<file path="config.mk">
export PLATFORM = sky130hd
export DESIGN_NAME = krht_ram
export DESIGN_NICKNAME = d
export VERILOG_FILES = /design/src/hw/rtl/krht_ram.sv
export SDC_FILE = /design/constraint.sdc
export NUM_CORES = 2
export LEC_CHECK = 0
export BUFFER_PORTS_ARGS = -buffer_cell sky130_fd_sc_hd__buf_2
export CAP_MARGIN = 5
export CELL_PAD_IN_SITES_DETAIL_PLACEMENT = 1
export CELL_PAD_IN_SITES_GLOBAL_PLACEMENT = 1
export CORE_ASPECT_RATIO = 1.1
export CORE_MARGIN = 2
export CORE_UTILIZATION = 55
export DETAILED_ROUTE_END_ITERATION = 8
export PLACE_DENSITY_LB_ADDON = 0.1
export SKIP_LAST_GASP = 1
export SYNTH_ARGS = -nofsm -noshare
export SYNTH_HDL_FRONTEND = slang
export SYNTH_SLANG_ARGS = --single-unit
export TNS_END_PERCENT = 50
</file>
<file path="constraint.sdc">
create_clock -name i_clk -period 4.5 [get_ports i_clk]
set_clock_uncertainty 0.05 [all_clocks]
set_input_delay 0.225 -clock i_clk [delete_from_list [all_inputs] [get_ports i_clk]]
set_output_delay 0.225 -clock i_clk [all_outputs]
set_load 0.02 [all_outputs]
</file>
<file path="src/hw/rtl/krht_ram.sv">
// Generic single write port RAM with one registered read port.
// Used for the boundary key table; no dependencies.
module krht_ram #(
    parameter int WIDTH = 64,
    parameter int DEPTH = 33
) (
    input  logic                     i_clk,
    input  logic                     i_we,
    input  logic [$clog2(DEPTH)-1:0] i_waddr,
    input  logic [WIDTH-1:0]         i_wdata,
    input  logic [$clog2(DEPTH)-1:0] i_raddr,
    output logic [WIDTH-1:0]         o_rdata
);
    logic [WIDTH-1:0] r_mem [DEPTH];
    logic [WIDTH-1:0] r_rdata;

    always_ff @(posedge i_clk) begin
        if (i_we) begin
            r_mem[i_waddr] <= i_wdata;
        end
        r_rdata <= r_mem[i_raddr];
    end

    assign o_rdata = r_rdata;
endmodule

</file>
==> results.toml <==
[logic_synthesis]
ys_async_sr_fraction_pct = 0
syn_avg_cell_area_um2 = 21.3
ys.flop_type = "edfxtp_1"
ys_top_cells_by_area = "edfxtp_1, mux4_2, mux2i_1"
synth_compound_area_share_pct = 2.81
syn_area_um2 = 82000
synth.ff_latch_count = 2176
synthMuxAreaShare_pct = 14.6
syn_inst = 3848
synth_edf_count = 2112
yosys.area_share.simple_pct = 2.32
ys_seq_area_share_pct = 78.9
syn_nets = 3926
ys_warn_count = 0
synth_xor_area_share_pct = 0
synth_top_area_cell = "edfxtp_1"
synth_top_area_share_pct = 77.3
synth_cell_types = 37
synthAdderAreaFrac_pct = 0
synth_top_family_by_area = "multiplexers"

[final_layout]
syn_to_final_growth_pct = 13.9
final_nets = 4286
num_antenna_cells = 0
fillCellCount = 12000
drive_gt1_share_pct = 24.9
final_cell_area_um2 = 93500
multi_input_area_um2 = 16500
postLayoutCoreUtil_pct = 63.2
ff_latch_area_um2 = 64700

[timing]
drv_slew = 0
hold_ws_ns = 0.159
finalCritPeriodShare_pct = 63.6
hold_viol_final = 0
clock.fmax_ghz = 0.349
period_minus_slack_ns = 2.86
worst_slack_ns = 1.64
worstMarginPinSlew_ns = 1.33
setup-tns-final_ns = 0
slew-limit-headroom_pct = 10.8
rsz0062_at_grt = "false"
final-setup-viol-count = 0

[setup_path]
reg2reg_depth = 4
r2r_setup_slack_ns = 2.59
end_kind = "flop"
setup.worst_path.start = "i_raddr[5]"
crit_end = "o_rdata[51]"
crit_path_top_delay_cell = "buf_4"
crit_chain = "dlygate4sd3_1 > buf_4 > buf_4 > buf_4 > nand2b_1 > nor2_1 > buf_4 > a32oi_1 > nand3_1"
cp.arrival_ns = 3.52
cp_max_fo = 26
crit_required_ns = 5.16
worst_setup_path_start_kind = "input pin"
path_class = "input pin to flop"
reg2reg_from = "r_mem[13][35]"
crit-reg2reg-capture = "o_rdata[35]"
cpMostUsedCell = "buf_4"
critPathMaxStageDelay_ns = 0.64

[route]
drc_errors = 0
first_pass_iters = 5
drt_iter0_drc = 4974
drt_wl_total_um = 224000
routedWlPerCell_um = 35.3
routed_via_density = 6.56
num_vias = 41600
ant_nets = 0

[min_path]
min_path_type = "input pin to flop"

[clocking]
clockBufferDepth = 3
clk_pin_slew_worst_paths_ns = 0.06
clk_latency_ns = 0.84
cts_resized = 0
cts_root_buf = "clkbuf_16"
cts_tree = "yes"
cts.sinks = 2176
cts-htree-levels = 4
numCtsBuffers = 210

[floorplanning]
fp.dieW_um = 372
row_count = 148
die_h_um = 409
start_util_pct = 55.5
dieArea_um2 = 152000
fp.coreArea_um2 = 148000
ioPinCount = 142

[placement]
dp_hpwl_um = 114000
place_ws_ns = 1.45
placed_area_um2 = 86100
place_congestion = 0.759
port_buffers = 141

[global_routing]
grt_max_degree = 85
overflow = 0
grt.total_usage_pct = 29.8
grt_pass1_wl_um = 317000
grt_pass1_vias = 43700
antenna_found_initial = 8

[power_and_ir_drop]
power-per-cell-area_nw_per_um2 = 445
p_leak_nw = 30.1
ir_drop_mv = 0.382

[flow_run]
maxCapViolCount = 0

[status]
outcome = "finished clean"
-- worst max-delay path, delay by kind of cell --
family | cells | cell delay (ns)
AOI/OAI and AO/OA | 1 | 0.21
buffers and inverters | 5 | 2.39
and+or+nand+nor | 3 | 0.61
-- power by group --
group          leakage, nW  total, mW  internal, mW  switching [mW]
sequential            19.5       22.5          22.4          0.0855
combinational         7.33       2.01         0.732            1.28
clock                 3.26       17.1          9.69            7.43
-- per-stage QoR --
stage | total power [mW] | instances
3_5_place_dp | 24.9 | 5875
2_1_floorplan | 24.0 | 3848
6_report | 41.6 | 6338
4_1_cts | 41.8 | 6338
5_1_grt | 42.6 | 6338
3_3_place_gp | 24.8 | 5875
-- area by class of cell --
cell class                      instances  share of cell area [%]
Multi-Input combinational cell       1454                    17.7
Clock buffer                          298                    6.27
Sequential cell                      2176                    69.2
Clock inverter                         94                   0.866
Tap cell                             1950                    2.61
Inverter                                2                  0.0134
Timing Repair Buffer                  364                    3.37
-- synthesized netlist by cell type (36+ instances only) --
master	n
dfxtp_1	64
o221ai_1	87
o21ai_1	37
mux2_2	39
a221oi_1	39
mux2i_1	207
buf_2	38
nand2_1	235
mux4_2	419
nor2_1	115
a21oi_1	76
edfxtp_1	2112
clkbuf_1	116
nand4_1	36
-- registers in the layout (all words and copies together), names as in the netlist --
register  flops
o_rdata      64
r_mem      2112
-- worst min-delay path by stage --
stage / from / cells after the start / to
after floorplan: i_wdata[0] / 0 / r_mem[0][0]
after global placement: r_mem[32][37] / 2 / o_rdata[37]
after detailed placement: r_mem[32][37] / 2 / o_rdata[37]
after CTS: i_waddr[1] / 3 / r_mem[20][60]
after global routing: i_waddr[1] / 3 / r_mem[26][60]
final: i_waddr[1] / 3 / r_mem[26][60]
-- layout by cell type (no fill, tap or decap), types with 37 or more instances in the layout --
cell type | netlist | layout
a21oi_1 | 76 | 76
a221oi_1 | 39 | 39
buf_12 | 0 | 44
buf_2 | 38 | 136
buf_4 | 34 | 109
clkbuf_1 | 116 | 66
clkbuf_16 | 0 | 215
dfxtp_1 | 64 | 64
dlygate4sd3_1 | 0 | 71
edfxtp_1 | 2112 | 2112
mux2_2 | 39 | 39
mux2i_1 | 207 | 207
mux4_2 | 419 | 419
nand2_1 | 235 | 233
nor2_1 | 115 | 80
o21ai_1 | 37 | 37
o221ai_1 | 87 | 87
-- logic make-up (layout without fill, tap and decap cells) --
family | Yosys count | count (layout)
mux | 669 | 669
flops | 2176 | 2176
buf+inv | 218 | 758
compound gates | 339 | 339
simple gates | 446 | 446
-- timing repair --
action	CTS	global route
hold buffers	71	0
hold endpoints to repair	2147	0
buffers inserted	0	0
-- layer usage --
layer,up-vias,track usage [%],part of all wire (%)
met5,-,0,0.028
met4,10,7.95,2.5
met3,344,5.77,8.0
met2,1995,47.2,49
met1,22500,42.9,41
li1,16700,-,-
Power figures use the tool's default switching activity.
